**config.mk**
```make
export PLATFORM = sky130hd
export DESIGN_NAME = ac_rms_current_meter
export DESIGN_NICKNAME = d
export VERILOG_FILES = /design/src/rtl/acrms_pkg.sv /design/src/rtl/ac_rms_current_meter.sv
export SDC_FILE = /design/constraint.sdc
export NUM_CORES = 2
export LEC_CHECK = 0
export BUFFER_PORTS_ARGS = -buffer_cell sky130_fd_sc_hd__buf_2
export CORE_ASPECT_RATIO = 1.4
export CORE_MARGIN = 1.5
export CORE_UTILIZATION = 59
export CTS_CLUSTER_DIAMETER = 60
export DETAILED_ROUTE_END_ITERATION = 12
export GPL_TIMING_DRIVEN = 0
export PLACE_DENSITY = 0.76
export SKIP_LAST_GASP = 1
export SYNTH_ARGS = -nofsm -noshare
export SYNTH_HDL_FRONTEND = slang
export SYNTH_SLANG_ARGS = --single-unit
```
**constraint.sdc**
```tcl
create_clock -name clk -period 13.9 [get_ports clk]
set_input_delay 0.695 -clock clk [delete_from_list [all_inputs] [get_ports clk]]
set_output_delay 0.695 -clock clk [all_outputs]
set_load 0.01 [all_outputs]
```
**src/rtl/acrms_pkg.sv**
```systemverilog
package acrms_pkg;

  // Sample and window sizes.
  localparam int unsigned ADC_BITS   = 12;
  localparam int unsigned ADC_MAX    = (1 << ADC_BITS) - 1;
  localparam int unsigned MAX_WINDOW = 65536;
  localparam int unsigned NUM_CH     = 3;
  localparam int unsigned CH_W       = 2;
  localparam int unsigned CNT_W      = $clog2(MAX_WINDOW + 1);
  localparam int unsigned SUM_W      = 29;
  localparam int unsigned SQ_W       = 41;
  localparam int unsigned GAIN_W     = 16;
  localparam int unsigned UV_W       = 22;
  localparam int unsigned UA_W       = 28;

  // Scaling constants.
  localparam int unsigned FULL_SCALE_UV = 3300000;
  localparam int unsigned RMS_DEN       = ADC_MAX * 65536;
  localparam int unsigned UA_DIV        = 1000;

  // Serial arithmetic units.
  localparam int unsigned MUL_W      = 32;
  localparam int unsigned DIV_W      = 73;
  localparam int unsigned DVS_W      = 28;
  localparam int unsigned RAD_W      = 56;
  localparam int unsigned ROOT_W     = RAD_W / 2;
  localparam int unsigned SQREM_W    = ROOT_W + 2;
  localparam int unsigned STEP_W     = 7;

  // Register indexes of the configuration port.
  localparam logic [CH_W-1:0] REG_GAIN_ONE   = 2'd0;
  localparam logic [CH_W-1:0] REG_GAIN_TWO   = 2'd1;
  localparam logic [CH_W-1:0] REG_GAIN_THREE = 2'd2;

  localparam logic [GAIN_W-1:0] GAIN_ONE_RESET   = 16'd778;
  localparam logic [GAIN_W-1:0] GAIN_TWO_RESET   = 16'd377;
  localparam logic [GAIN_W-1:0] GAIN_THREE_RESET = 16'd863;

  localparam logic [UV_W-1:0] OFFSET_ONE_RESET   = 22'd4060;
  localparam logic [UV_W-1:0] OFFSET_TWO_RESET   = 22'd3960;
  localparam logic [UV_W-1:0] OFFSET_THREE_RESET = 22'd2740;

  typedef enum logic [2:0] {
    ST_IDLE,
    ST_LOAD,
    ST_RUN,
    ST_STORE,
    ST_DONE
  } state_t;

  typedef enum logic [3:0] {
    OP_SPLIT,
    OP_SUB,
    OP_VAR,
    OP_FRAC,
    OP_FSQ,
    OP_ROOT,
    OP_RMS_MUL,
    OP_RMS_DIV,
    OP_MEAN_MUL,
    OP_MEAN_DIV,
    OP_RAW_MUL,
    OP_RAW_DIV,
    OP_OFF_MUL,
    OP_OFF_DIV
  } op_t;

  typedef enum logic [1:0] {
    UNIT_MUL,
    UNIT_DIV,
    UNIT_SQRT
  } unit_t;

  function automatic unit_t op_unit(op_t op);
    unit_t u;
    case (op)
      OP_SUB, OP_FSQ, OP_RMS_MUL, OP_MEAN_MUL, OP_RAW_MUL, OP_OFF_MUL: u = UNIT_MUL;
      OP_ROOT: u = UNIT_SQRT;
      default: u = UNIT_DIV;
    endcase
    return u;
  endfunction

  function automatic logic [STEP_W-1:0] op_steps(op_t op);
    logic [STEP_W-1:0] n;
    case (op_unit(op))
      UNIT_MUL:  n = STEP_W'(MUL_W);
      UNIT_SQRT: n = STEP_W'(ROOT_W);
      default:   n = STEP_W'(DIV_W);
    endcase
    return n;
  endfunction

  function automatic op_t op_next(op_t op);
    op_t n;
    case (op)
      OP_SPLIT:    n = OP_SUB;
      OP_SUB:      n = OP_VAR;
      OP_VAR:      n = OP_FRAC;
      OP_FRAC:     n = OP_FSQ;
      OP_FSQ:      n = OP_ROOT;
      OP_ROOT:     n = OP_RMS_MUL;
      OP_RMS_MUL:  n = OP_RMS_DIV;
      OP_RMS_DIV:  n = OP_MEAN_MUL;
      OP_MEAN_MUL: n = OP_MEAN_DIV;
      OP_MEAN_DIV: n = OP_RAW_MUL;
      OP_RAW_MUL:  n = OP_RAW_DIV;
      OP_RAW_DIV:  n = OP_OFF_MUL;
      OP_OFF_MUL:  n = OP_OFF_DIV;
      default:     n = OP_SPLIT;
    endcase
    return n;
  endfunction

endpackage

```
**src/rtl/ac_rms_current_meter.sv**
```systemverilog
// Three-channel true RMS current meter. A sample request is taken only while idle and is
// added to its channel's sum, sum of squares and count; chan 3 is ignored. A sample
// marked window_end also closes the window: the block then runs a fixed sequence on a
// shared bit-serial multiplier, a shared restoring divider (one quotient bit a cycle)
// and a digit-by-digit square root, and takes no new sample until the result has been
// loaded into the output register. The result waits in that register, so sampling
// resumes while it is still pending. Gains may be written only while idle.
module ac_rms_current_meter (
  input  logic                        clk,
  input  logic                        rst_n,
  input  logic                        in_valid,
  output logic                        in_ready,
  input  logic [1:0]                  in_chan,
  input  logic [11:0]                 in_raw_sample,
  input  logic                        in_window_end,
  input  logic                        in_calibrate,
  output logic                        out_valid,
  input  logic                        out_ready,
  output logic [1:0]                  out_result_chan,
  output logic [27:0]                 out_corrected_current_ua,
  output logic [27:0]                 out_raw_current_ua,
  output logic [27:0]                 out_offset_current_ua,
  output logic [21:0]                 out_rms_voltage_uv,
  output logic [21:0]                 out_mean_voltage_uv,
  output logic [16:0]                 out_samples_used,
  output logic                        out_window_clipped,
  output logic                        out_offset_updated,
  input  logic                        cfg_we,
  input  logic [1:0]                  cfg_index,
  input  logic [15:0]                 cfg_wdata
);

  localparam int unsigned NCH = acrms_pkg::NUM_CH;

  // Control.
  acrms_pkg::state_t state_r, state_nxt;
  acrms_pkg::op_t    op_r;
  logic [acrms_pkg::STEP_W-1:0] step_r;
  logic unit_load, unit_step, res_store, out_load, out_free;

  // Per-channel state.
  logic [acrms_pkg::GAIN_W-1:0] gain_r    [NCH];
  logic [acrms_pkg::SUM_W-1:0]  acc_sum_r [NCH];
  logic [acrms_pkg::SQ_W-1:0]   acc_sq_r  [NCH];
  logic [acrms_pkg::CNT_W-1:0]  acc_cnt_r [NCH];
  logic                         acc_ovf_r [NCH];
  logic [acrms_pkg::UV_W-1:0]   zoff_r    [NCH];

  // Closed window being evaluated.
  logic [acrms_pkg::SUM_W-1:0]  win_sum_r;
  logic [acrms_pkg::SQ_W-1:0]   win_sq_r;
  logic [acrms_pkg::CNT_W-1:0]  win_n_r;
  logic                         win_ovf_r;
  logic                         win_cal_r;
  logic [acrms_pkg::CH_W-1:0]   win_chan_r;
  logic [acrms_pkg::GAIN_W-1:0] win_gain_r;
  logic [acrms_pkg::UV_W-1:0]   win_off_r;

  // Intermediate results.
  logic [acrms_pkg::ADC_BITS-1:0] a_r;
  logic [acrms_pkg::CNT_W-1:0]    b_r;
  logic [acrms_pkg::SQ_W-1:0]     w_r;
  logic [acrms_pkg::RAD_W-1:0]    v1_r;
  logic [acrms_pkg::MUL_W-1:0]    f_r;
  logic [acrms_pkg::ROOT_W-1:0]   rms_fx_r;
  logic [acrms_pkg::UV_W-1:0]     rms_uv_r;
  logic [acrms_pkg::UV_W-1:0]     mean_uv_r;
  logic [acrms_pkg::UA_W-1:0]     raw_ua_r;
  logic [acrms_pkg::UA_W-1:0]     off_ua_r;

  // Serial units.
  logic [acrms_pkg::MUL_W-1:0]    mu_a_r;
  logic [2*acrms_pkg::MUL_W-1:0]  mu_p_r;
  logic [acrms_pkg::DIV_W-1:0]    dv_dq_r;
  logic [acrms_pkg::DVS_W-1:0]    dv_rem_r;
  logic [acrms_pkg::DVS_W-1:0]    dv_dvs_r;
  logic [acrms_pkg::RAD_W-1:0]    sq_rad_r;
  logic [acrms_pkg::SQREM_W-1:0]  sq_rem_r;
  logic [acrms_pkg::ROOT_W-1:0]   sq_root_r;

  // Output register.
  logic                         out_valid_r;
  logic [acrms_pkg::CH_W-1:0]   out_chan_r;
  logic [acrms_pkg::UA_W-1:0]   out_corr_r;
  logic [acrms_pkg::UA_W-1:0]   out_raw_r;
  logic [acrms_pkg::UA_W-1:0]   out_off_r;
  logic [acrms_pkg::UV_W-1:0]   out_rms_r;
  logic [acrms_pkg::UV_W-1:0]   out_mean_r;
  logic [acrms_pkg::CNT_W-1:0]  out_n_r;
  logic                         out_clip_r;
  logic                         out_upd_r;

  // ---------------------------------------------------------------- accumulation
  logic                         in_fire, ch_ok, win_close, acc_full;
  logic [acrms_pkg::CH_W-1:0]   ch_sel;
  logic [2*acrms_pkg::ADC_BITS-1:0] code_sq;
  logic [acrms_pkg::SUM_W-1:0]  sum_nxt;
  logic [acrms_pkg::SQ_W-1:0]   sq_nxt;
  logic [acrms_pkg::CNT_W-1:0]  cnt_nxt;
  logic                         ovf_nxt;

  assign in_fire   = in_valid & in_ready;
  assign ch_ok     = in_chan < acrms_pkg::CH_W'(NCH);
  assign ch_sel    = ch_ok ? in_chan : '0;
  assign win_close = in_fire & ch_ok & in_window_end;
  assign acc_full  = acc_cnt_r[ch_sel] == acrms_pkg::CNT_W'(acrms_pkg::MAX_WINDOW);
  assign code_sq   = (2*acrms_pkg::ADC_BITS)'(in_raw_sample)
                   * (2*acrms_pkg::ADC_BITS)'(in_raw_sample);

  // A sample that arrives on a full window is dropped and only marks the window.
  assign sum_nxt = acc_full ? acc_sum_r[ch_sel]
                            : acc_sum_r[ch_sel] + acrms_pkg::SUM_W'(in_raw_sample);
  assign sq_nxt  = acc_full ? acc_sq_r[ch_sel]
                            : acc_sq_r[ch_sel] + acrms_pkg::SQ_W'(code_sq);
  assign cnt_nxt = acc_full ? acc_cnt_r[ch_sel]
                            : acc_cnt_r[ch_sel] + acrms_pkg::CNT_W'(1);
  assign ovf_nxt = acc_ovf_r[ch_sel] | acc_full;

  always_ff @(posedge clk) begin
    if (!rst_n) begin
      gain_r[0] <= acrms_pkg::GAIN_ONE_RESET;
      gain_r[1] <= acrms_pkg::GAIN_TWO_RESET;
      gain_r[2] <= acrms_pkg::GAIN_THREE_RESET;
      zoff_r[0] <= acrms_pkg::OFFSET_ONE_RESET;
      zoff_r[1] <= acrms_pkg::OFFSET_TWO_RESET;
      zoff_r[2] <= acrms_pkg::OFFSET_THREE_RESET;
      for (int i = 0; i < NCH; i++) begin
        acc_sum_r[i] <= '0;
        acc_sq_r[i]  <= '0;
        acc_cnt_r[i] <= '0;
        acc_ovf_r[i] <= 1'b0;
      end
    end else begin
      if (cfg_we) begin
        case (cfg_index)
          acrms_pkg::REG_GAIN_ONE:   gain_r[0] <= cfg_wdata;
          acrms_pkg::REG_GAIN_TWO:   gain_r[1] <= cfg_wdata;
          acrms_pkg::REG_GAIN_THREE: gain_r[2] <= cfg_wdata;
          default: ;
        endcase
      end
      if (in_fire && ch_ok) begin
        if (in_window_end) begin
          acc_sum_r[ch_sel] <= '0;
          acc_sq_r[ch_sel]  <= '0;
          acc_cnt_r[ch_sel] <= '0;
          acc_ovf_r[ch_sel] <= 1'b0;
        end else begin
          acc_sum_r[ch_sel] <= sum_nxt;
          acc_sq_r[ch_sel]  <= sq_nxt;
          acc_cnt_r[ch_sel] <= cnt_nxt;
          acc_ovf_r[ch_sel] <= ovf_nxt;
        end
      end
      // The new offset only applies from the next window of this channel.
      if (out_load && win_cal_r) begin
        zoff_r[win_chan_r] <= rms_uv_r;
      end
    end
  end

  always_ff @(posedge clk) begin
    if (win_close) begin
      win_sum_r  <= sum_nxt;
      win_sq_r   <= sq_nxt;
      win_n_r    <= cnt_nxt;
      win_ovf_r  <= ovf_nxt;
      win_cal_r  <= in_calibrate;
      win_chan_r <= ch_sel;
      win_gain_r <= gain_r[ch_sel];
      win_off_r  <= zoff_r[ch_sel];
    end
  end

  // ---------------------------------------------------------------- sequencer
  assign out_free = !out_valid_r || out_ready;

  always_comb begin
    state_nxt = state_r;
    case (state_r)
      acrms_pkg::ST_IDLE:  if (win_close) state_nxt = acrms_pkg::ST_LOAD;
      acrms_pkg::ST_LOAD:  state_nxt = acrms_pkg::ST_RUN;
      acrms_pkg::ST_RUN:   if (step_r == '0) state_nxt = acrms_pkg::ST_STORE;
      acrms_pkg::ST_STORE: begin
        if (op_r == acrms_pkg::OP_OFF_DIV) state_nxt = acrms_pkg::ST_DONE;
        else state_nxt = acrms_pkg::ST_LOAD;
      end
      acrms_pkg::ST_DONE:  if (out_free) state_nxt = acrms_pkg::ST_IDLE;
      default:             state_nxt = acrms_pkg::ST_IDLE;
    endcase
  end

  always_comb begin
    in_ready  = 1'b0;
    unit_load = 1'b0;
    unit_step = 1'b0;
    res_store = 1'b0;
    out_load  = 1'b0;
    case (state_r)
      acrms_pkg::ST_IDLE:  in_ready  = 1'b1;
      acrms_pkg::ST_LOAD:  unit_load = 1'b1;
      acrms_pkg::ST_RUN:   unit_step = 1'b1;
      acrms_pkg::ST_STORE: res_store = 1'b1;
      acrms_pkg::ST_DONE:  out_load  = out_free;
      default: ;
    endcase
  end

  always_ff @(posedge clk) begin
    if (!rst_n) begin
      state_r <= acrms_pkg::ST_IDLE;
      op_r    <= acrms_pkg::OP_SPLIT;
      step_r  <= '0;
    end else begin
      state_r <= state_nxt;
      if (win_close) begin
        op_r <= acrms_pkg::OP_SPLIT;
      end else if (res_store) begin
        op_r <= acrms_pkg::op_next(op_r);
      end
      if (unit_load) begin
        step_r <= acrms_pkg::op_steps(op_r) - acrms_pkg::STEP_W'(1);
      end else if (unit_step) begin
        step_r <= step_r - acrms_pkg::STEP_W'(1);
      end
    end
  end

  // ---------------------------------------------------------------- operand selection
  logic [acrms_pkg::MUL_W-1:0] mul_a_sel, mul_b_sel;
  logic [acrms_pkg::DIV_W-1:0] div_num_sel;
  logic [acrms_pkg::DVS_W-1:0] div_den_sel;
  logic [acrms_pkg::DVS_W:0]   n_scaled;

  // ADC_MAX * n, the denominator of the mean.
  assign n_scaled = (acrms_pkg::DVS_W+1)'({win_n_r, {acrms_pkg::ADC_BITS{1'b0}}})
                  - (acrms_pkg::DVS_W+1)'(win_n_r);

  always_comb begin
    mul_a_sel   = '0;
    mul_b_sel   = '0;
    div_num_sel = acrms_pkg::DIV_W'(mu_p_r);
    div_den_sel = acrms_pkg::DVS_W'(win_n_r);
    case (op_r)
      acrms_pkg::OP_SPLIT:    div_num_sel = acrms_pkg::DIV_W'(win_sum_r);
      // a*a*n + 2*a*b is folded into a * (S + b).
      acrms_pkg::OP_SUB: begin
        mul_a_sel = acrms_pkg::MUL_W'(win_sum_r) + acrms_pkg::MUL_W'(b_r);
        mul_b_sel = acrms_pkg::MUL_W'(a_r);
      end
      acrms_pkg::OP_VAR:      div_num_sel = acrms_pkg::DIV_W'({w_r, 32'd0});
      acrms_pkg::OP_FRAC:     div_num_sel = acrms_pkg::DIV_W'({b_r, 32'd0});
      acrms_pkg::OP_FSQ: begin
        mul_a_sel = f_r;
        mul_b_sel = f_r;
      end
      acrms_pkg::OP_RMS_MUL: begin
        mul_a_sel = acrms_pkg::MUL_W'(rms_fx_r);
        mul_b_sel = acrms_pkg::MUL_W'(acrms_pkg::FULL_SCALE_UV);
      end
      acrms_pkg::OP_RMS_DIV:  div_den_sel = acrms_pkg::DVS_W'(acrms_pkg::RMS_DEN);
      acrms_pkg::OP_MEAN_MUL: begin
        mul_a_sel = acrms_pkg::MUL_W'(win_sum_r);
        mul_b_sel = acrms_pkg::MUL_W'(acrms_pkg::FULL_SCALE_UV);
      end
      acrms_pkg::OP_MEAN_DIV: div_den_sel = n_scaled[acrms_pkg::DVS_W-1:0];
      acrms_pkg::OP_RAW_MUL: begin
        mul_a_sel = acrms_pkg::MUL_W'(rms_uv_r);
        mul_b_sel = acrms_pkg::MUL_W'(win_gain_r);
      end
      acrms_pkg::OP_RAW_DIV:  div_den_sel = acrms_pkg::DVS_W'(acrms_pkg::UA_DIV);
      acrms_pkg::OP_OFF_MUL: begin
        mul_a_sel = acrms_pkg::MUL_W'(win_off_r);
        mul_b_sel = acrms_pkg::MUL_W'(win_gain_r);
      end
      acrms_pkg::OP_OFF_DIV:  div_den_sel = acrms_pkg::DVS_W'(acrms_pkg::UA_DIV);
      default: ;
    endcase
  end

  // ---------------------------------------------------------------- serial units
  acrms_pkg::unit_t cur_unit;
  logic [acrms_pkg::MUL_W:0]     mu_sum;
  logic [acrms_pkg::DVS_W:0]     dv_sh, dv_diff;
  logic                          dv_ge;
  logic [acrms_pkg::SQREM_W+1:0] sq_sh, sq_trial, sq_diff;
  logic                          sq_ge;

  assign cur_unit = acrms_pkg::op_unit(op_r);

  // Shift-add multiplier: one multiplier bit a cycle, product builds from the top.
  assign mu_sum = {1'b0, mu_p_r[2*acrms_pkg::MUL_W-1:acrms_pkg::MUL_W]}
                + (mu_p_r[0] ? {1'b0, mu_a_r} : '0);

  // Restoring divider: one quotient bit a cycle, quotient shifts into the dividend.
  assign dv_sh   = {dv_rem_r, dv_dq_r[acrms_pkg::DIV_W-1]};
  assign dv_ge   = dv_sh >= {1'b0, dv_dvs_r};
  assign dv_diff = dv_sh - {1'b0, dv_dvs_r};

  // Square root: two radicand bits and one root bit a cycle.
  assign sq_sh    = {sq_rem_r, sq_rad_r[acrms_pkg::RAD_W-1 -: 2]};
  assign sq_trial = (acrms_pkg::SQREM_W+2)'({sq_root_r, 2'b01});
  assign sq_ge    = sq_sh >= sq_trial;
  assign sq_diff  = sq_sh - sq_trial;

  always_ff @(posedge clk) begin
    if (unit_load) begin
      mu_a_r    <= mul_a_sel;
      mu_p_r    <= (2*acrms_pkg::MUL_W)'(mul_b_sel);
      dv_dq_r   <= div_num_sel;
      dv_dvs_r  <= div_den_sel;
      dv_rem_r  <= '0;
      sq_rad_r  <= v1_r;
      sq_rem_r  <= '0;
      sq_root_r <= '0;
    end else if (unit_step) begin
      case (cur_unit)
        acrms_pkg::UNIT_MUL: begin
          mu_p_r <= {mu_sum, mu_p_r[acrms_pkg::MUL_W-1:1]};
        end
        acrms_pkg::UNIT_SQRT: begin
          sq_rem_r  <= sq_ge ? sq_diff[acrms_pkg::SQREM_W-1:0]
                             : sq_sh[acrms_pkg::SQREM_W-1:0];
          sq_root_r <= {sq_root_r[acrms_pkg::ROOT_W-2:0], sq_ge};
          sq_rad_r  <= {sq_rad_r[acrms_pkg::RAD_W-3:0], 2'b00};
        end
        default: begin
          dv_rem_r <= dv_ge ? dv_diff[acrms_pkg::DVS_W-1:0] : dv_sh[acrms_pkg::DVS_W-1:0];
          dv_dq_r  <= {dv_dq_r[acrms_pkg::DIV_W-2:0], dv_ge};
        end
      endcase
    end
  end

  // ---------------------------------------------------------------- result capture
  logic [acrms_pkg::SQ_W:0]   sub_val;
  logic [acrms_pkg::MUL_W-1:0] fsq_hi;

  assign sub_val = mu_p_r[acrms_pkg::SQ_W:0];
  assign fsq_hi  = mu_p_r[2*acrms_pkg::MUL_W-1:acrms_pkg::MUL_W];

  always_ff @(posedge clk) begin
    if (res_store) begin
      case (op_r)
        acrms_pkg::OP_SPLIT: begin
          a_r <= dv_dq_r[acrms_pkg::ADC_BITS-1:0];
          b_r <= dv_rem_r[acrms_pkg::CNT_W-1:0];
        end
        // A negative variance numerator leaves the RMS at zero.
        acrms_pkg::OP_SUB: begin
          if ({1'b0, win_sq_r} >= sub_val) begin
            w_r <= win_sq_r - sub_val[acrms_pkg::SQ_W-1:0];
          end else begin
            w_r <= '0;
          end
        end
        acrms_pkg::OP_VAR:  v1_r <= dv_dq_r[acrms_pkg::RAD_W-1:0];
        acrms_pkg::OP_FRAC: f_r  <= dv_dq_r[acrms_pkg::MUL_W-1:0];
        acrms_pkg::OP_FSQ: begin
          if (v1_r > acrms_pkg::RAD_W'(fsq_hi)) begin
            v1_r <= v1_r - acrms_pkg::RAD_W'(fsq_hi);
          end else begin
            v1_r <= '0;
          end
        end
        acrms_pkg::OP_ROOT:     rms_fx_r  <= sq_root_r;
        acrms_pkg::OP_RMS_DIV:  rms_uv_r  <= dv_dq_r[acrms_pkg::UV_W-1:0];
        acrms_pkg::OP_MEAN_DIV: mean_uv_r <= dv_dq_r[acrms_pkg::UV_W-1:0];
        acrms_pkg::OP_RAW_DIV:  raw_ua_r  <= dv_dq_r[acrms_pkg::UA_W-1:0];
        acrms_pkg::OP_OFF_DIV:  off_ua_r  <= dv_dq_r[acrms_pkg::UA_W-1:0];
        default: ;
      endcase
    end
  end

  // ---------------------------------------------------------------- output register
  always_ff @(posedge clk) begin
    if (!rst_n) begin
      out_valid_r <= 1'b0;
    end else if (out_load) begin
      out_valid_r <= 1'b1;
    end else if (out_ready) begin
      out_valid_r <= 1'b0;
    end
  end

  always_ff @(posedge clk) begin
    if (out_load) begin
      out_chan_r <= win_chan_r;
      out_corr_r <= (raw_ua_r > off_ua_r) ? raw_ua_r - off_ua_r : '0;
      out_raw_r  <= raw_ua_r;
      out_off_r  <= off_ua_r;
      out_rms_r  <= rms_uv_r;
      out_mean_r <= mean_uv_r;
      out_n_r    <= win_n_r;
      out_clip_r <= win_ovf_r;
      out_upd_r  <= win_cal_r;
    end
  end

  assign out_valid                = out_valid_r;
  assign out_result_chan          = out_chan_r;
  assign out_corrected_current_ua = out_corr_r;
  assign out_raw_current_ua       = out_raw_r;
  assign out_offset_current_ua    = out_off_r;
  assign out_rms_voltage_uv       = out_rms_r;
  assign out_mean_voltage_uv      = out_mean_r;
  assign out_samples_used         = out_n_r;
  assign out_window_clipped       = out_clip_r;
  assign out_offset_updated       = out_upd_r;

  // ---------------------------------------------------------------- assertions
  a_close_starts: assert property (@(posedge clk) disable iff (!rst_n)
    win_close |=> (state_r == acrms_pkg::ST_LOAD) && (op_r == acrms_pkg::OP_SPLIT))
    else $error("closing sample did not start the window evaluation");

  a_mean_code_fits: assert property (@(posedge clk) disable iff (!rst_n)
    (res_store && op_r == acrms_pkg::OP_SPLIT)
      |-> (dv_dq_r[acrms_pkg::DIV_W-1:acrms_pkg::ADC_BITS] == '0))
    else $error("mean code exceeds the ADC range");

  a_var_fits: assert property (@(posedge clk) disable iff (!rst_n)
    (res_store && op_r == acrms_pkg::OP_VAR)
      |-> (dv_dq_r[acrms_pkg::DIV_W-1:acrms_pkg::RAD_W] == '0))
    else $error("variance quotient wider than the root radicand");

  a_result_consistent: assert property (@(posedge clk) disable iff (!rst_n)
    out_valid_r |-> (out_corr_r <= out_raw_r)
      && (!out_clip_r || out_n_r == acrms_pkg::CNT_W'(acrms_pkg::MAX_WINDOW)))
    else $error("inconsistent result fields");

endmodule
```
==> metrics.md <==
| Metric | Value |
|---|---|
| Top Ports | `190` |
| Final core occ | `66.1%` |
| I/O Buffers | `about 190` |
| Hold Fails Final Rpt | `0` |
| Worst skew pair latency | `0.80 ns` |
| Drt initial violations | `6176` |
| Number of global-route vias before repair | `52800` |
| Worst EP required | `between 10 and 15 ns` |
| Net Count, Synth | `between 6000 and 7000` |
| Vias post-DR | `53500` |
| Worst Path Max Fanout | `10` |
| HPWL after detailed placement | `168000 µm` |
| Final WL | `between 200000 and 250000 µm` |
| DRT antenna net count | `0` |
| Critical Path AT | `10.31 ns` |
| Largest stage delay, worst path | `1.13 ns` |
| FF-to-FF path depth | `19` |
| First-pass GRT wire length | `328000 µm` |
| Async SR Flop Fraction | `0%` |
| Synthesis-stage register bit count | `between 1000 and 1500` |
| Avg WL per Cell | `26.7 µm` |
| Setup TNS | `0 ns` |
| Max-Cap Viols | `0` |
| Initial core utilization | `between 50% and 60%` |
| Hold_buf cts | `0` |
| Grt ovf | `0` |
| Die width | `301 µm` |
| Post-synth EDFFs | `around 1300` |
| CP top delay family | `buffers and inverters` |
| Vias/cell | `6.36` |
| Clk sinks | `1406` |
| Max Clock Skew | `between 0.03 and 0.04 ns` |
| Final Slew Violations | `0` |
| DRC viols | `0` |
| F_max | `0.102 GHz` |
| Worst Hold Class | `primary input to register` |
| Syn Inst Count | `approximately 6300` |
| H-tree level count | `4` |
| Post_cts resized | `0` |
| Die Y | `about 420 µm` |
| Worst slew pin tran | `1.44 ns` |
| Total design power | `roughly 15 mW` |
| Final net count | `7134` |
| Syn Area/Cell | `11.5 µm²` |
| WHS Path Cells | `1` |
| Crit Path Category | `primary input to register` |
| Hold Path End | `win_cal_r` |
| Final setup vio count | `0` |
| YS warnings | `0` |
| Crit path time final | `9.81 ns` |
| DR pass1 iterations | `11` |
| Period utilization | `around 71%` |
| Placed cell areas | `roughly 0.077 mm²` |
| Core Box Area | `0.123 mm²` |
| Layout Area Growth over Synthesis | `11.0%` |
| Post-CTS setup buffers | `0` |
| R2R setup slack | `7.05 ns` |
| Row count | `152` |
| Root Buffer | `clkbuf_16` |
| FF-to-FF End | `acc_sq_r[1][37]` |
| Pleak | `around 31 nW` |
| Post-synthesis cell type count | `94` |
| Pre-CTS setup slack | `~3.5 ns` |
| CTS max path bufs | `3` |
| Sequential-to-total area share from yosys stat | `55.9%` |
| Placer Congestion | `1.06` |
| Buf/Inv on CP | `11` |
| Initial antenna violation count | `3` |
| Post-route setup slack | `4.09 ns` |
| Endpoint class of the critical path | `register` |
| VDD IR max | `0.242 mV` |
| Outcome | `completed` |
| Power per cell area | `181 mW/mm²` |
| RR Startpoint | `acc_sq_r[3][11]` |
| Share of layout cells above drive strength 1 | `9.37%` |
| Final Cell Area | `0.0812 mm²` |
| Largest net degree at the start of global routing | `67` |
| Rel. slew slack | `3.79%` |
| CP max-delay cell | `a31oi_1` |
| Crit start category | `primary input` |
| Worst hold path startpoint | `in_calibrate` |
| GRT Util Overall | `35.6%` |
| Primary FF master, synth | `edfxtp_1` |
| Synth Cell Area | `0.0731 mm²` |
| Unrepaired setup endpoints after global routing | `false` |
| Cts bufs inserted | `134` |
| CTS tree | `done` |
| CTS clock-pin slew for the worst setup and hold paths | `0.07 ns` |
| Most used cell, CP | `inv_1` |
| Die area | `0.126 mm²` |
[kinds of logic (layout without fill, tap and decap cells)]
logic type	after synthesis	in the layout	share of synthesized area (%)
and+or+nand+nor	1960	1960	12.3
DFF	1406	1406	55.9
AOI/OAI and AO/OA	1250	1250	11.2
buffers and inverters	828	1280	4.38
adders and majority gates	412	412	8.15
xor gates and xnor gates	299	299	3.68
muxes	183	183	4.40
other	0	3	0
[state kept, by name, indices dropped and copies added, names as in the netlist, 41 cells and up]
name / flops
acc_cnt_r: 68
acc_sq_r: 164
acc_sum_r: 116
dv_dq_r: 73
gain_r: 48
mu_p_r: 64
sq_rad_r: 56
v1_r: 56
w_r: 41
win_sq_r: 41
zoff_r: 88
[per-layer routing]
metal  global-route usage (%)  vias up  routed length [µm]
met5                        0        -                   0
met4                     26.3        0               19700
met3                     7.79      838               21300
met2                     60.2     2926              110000
met1                     39.4    26000               74500
li1                         -    23700                   -
[power by group]
| part | internal [mW] | leakage [nW] | switching [mW] |
|---|---|---|---|
| registers | 5.46 | 13.1 | 0.522 |
| clock network | 2.08 | 2.15 | 1.67 |
| logic | 1.65 | 16.0 | 3.35 |
| total | 9.19 | 31.2 | 5.54 |
[worst max-delay path by stage]
stage | startpoint | endpoint | slack (ns) | depth (start not counted)
floorplan | state_r[0] | zoff_r[1][0] | 3.58 | 6
global placement | state_r[0] | zoff_r[1][14] | -1.06 | 6
detailed placement | in_chan[0] | acc_sq_r[2][37] | 3.52 | 27
CTS | in_chan[0] | acc_sq_r[1][37] | 4.25 | 27
global route | in_chan[0] | acc_sq_r[1][37] | 4.04 | 27
finish | in_chan[0] | acc_sq_r[1][37] | 4.09 | 27
[Yosys cell counts (84+ instances only)]
master	n	share of area (%)
xor2_1	113	1.4
xnor2_1	176	2.1
dfxtp_1	136	3.7
and2_1	135	1.2
clkbuf_1	248	1.3
a21oi_1	313	2.1
edfxtp_1	1270	52
a21o_1	105	1.1
nor3_1	104	0.71
nor2_1	625	3.2
nand3_1	135	0.92
mux4_2	110	3.4
ha_1	305	5.2
nand2_1	600	3.1
fa_1	107	2.9
and3_1	84	0.72
o21ai_0	283	1.9
inv_1	527	2.7
[through the flow]
stage	std cells	hold WS, ns
floorplan	6338	0.400
CTS	8406	0.0409
global route	8407	0.0621
detailed placement	8163	0.406
global placement	8143	0.402
finish	8410	0.0734
[area by class of cell]
| class | count | area [µm²] |
|---|---|---|
| Antenna cell | 3 | 7.51 |
| Multi-Input combinational cell | 4104 | 29200 |
| Tap cell | 1617 | 2020 |
| Sequential cell | 1406 | 40900 |
| Buffer | 299 | 1220 |
| Clock buffer | 171 | 3630 |
| Inverter | 529 | 1990 |
| Fill cell | 9221 | 41700 |
| Clock inverter | 72 | 823 |
| Timing Repair Buffer | 209 | 1430 |
[layout by cell type, fill, tap and decap left out, types with 36 or more instances in the layout]
cell type  instances
nor2b_1           43
a22oi_1           37
dfxtp_1          136
mux4_2           110
a21o_1           105
nand2b_1          66
mux2i_1           64
clkbuf_16        137
o31ai_1           55
inv_1            524
a221oi_1          68
fa_1             107
xor2_1           113
o21bai_1          36
o21ai_0          280
clkbuf_1         273
xnor2_1          176
edfxtp_1        1270
nand4_1           47
a21oi_1          312
a22o_1            41
nor3_1           103
buf_2            217
and2_1           134
nand3_1          135
o21a_1            40
nand2_1          597
ha_1             305
and3_1            80
nor2_1           621
(Power assumes the default switching activity.)
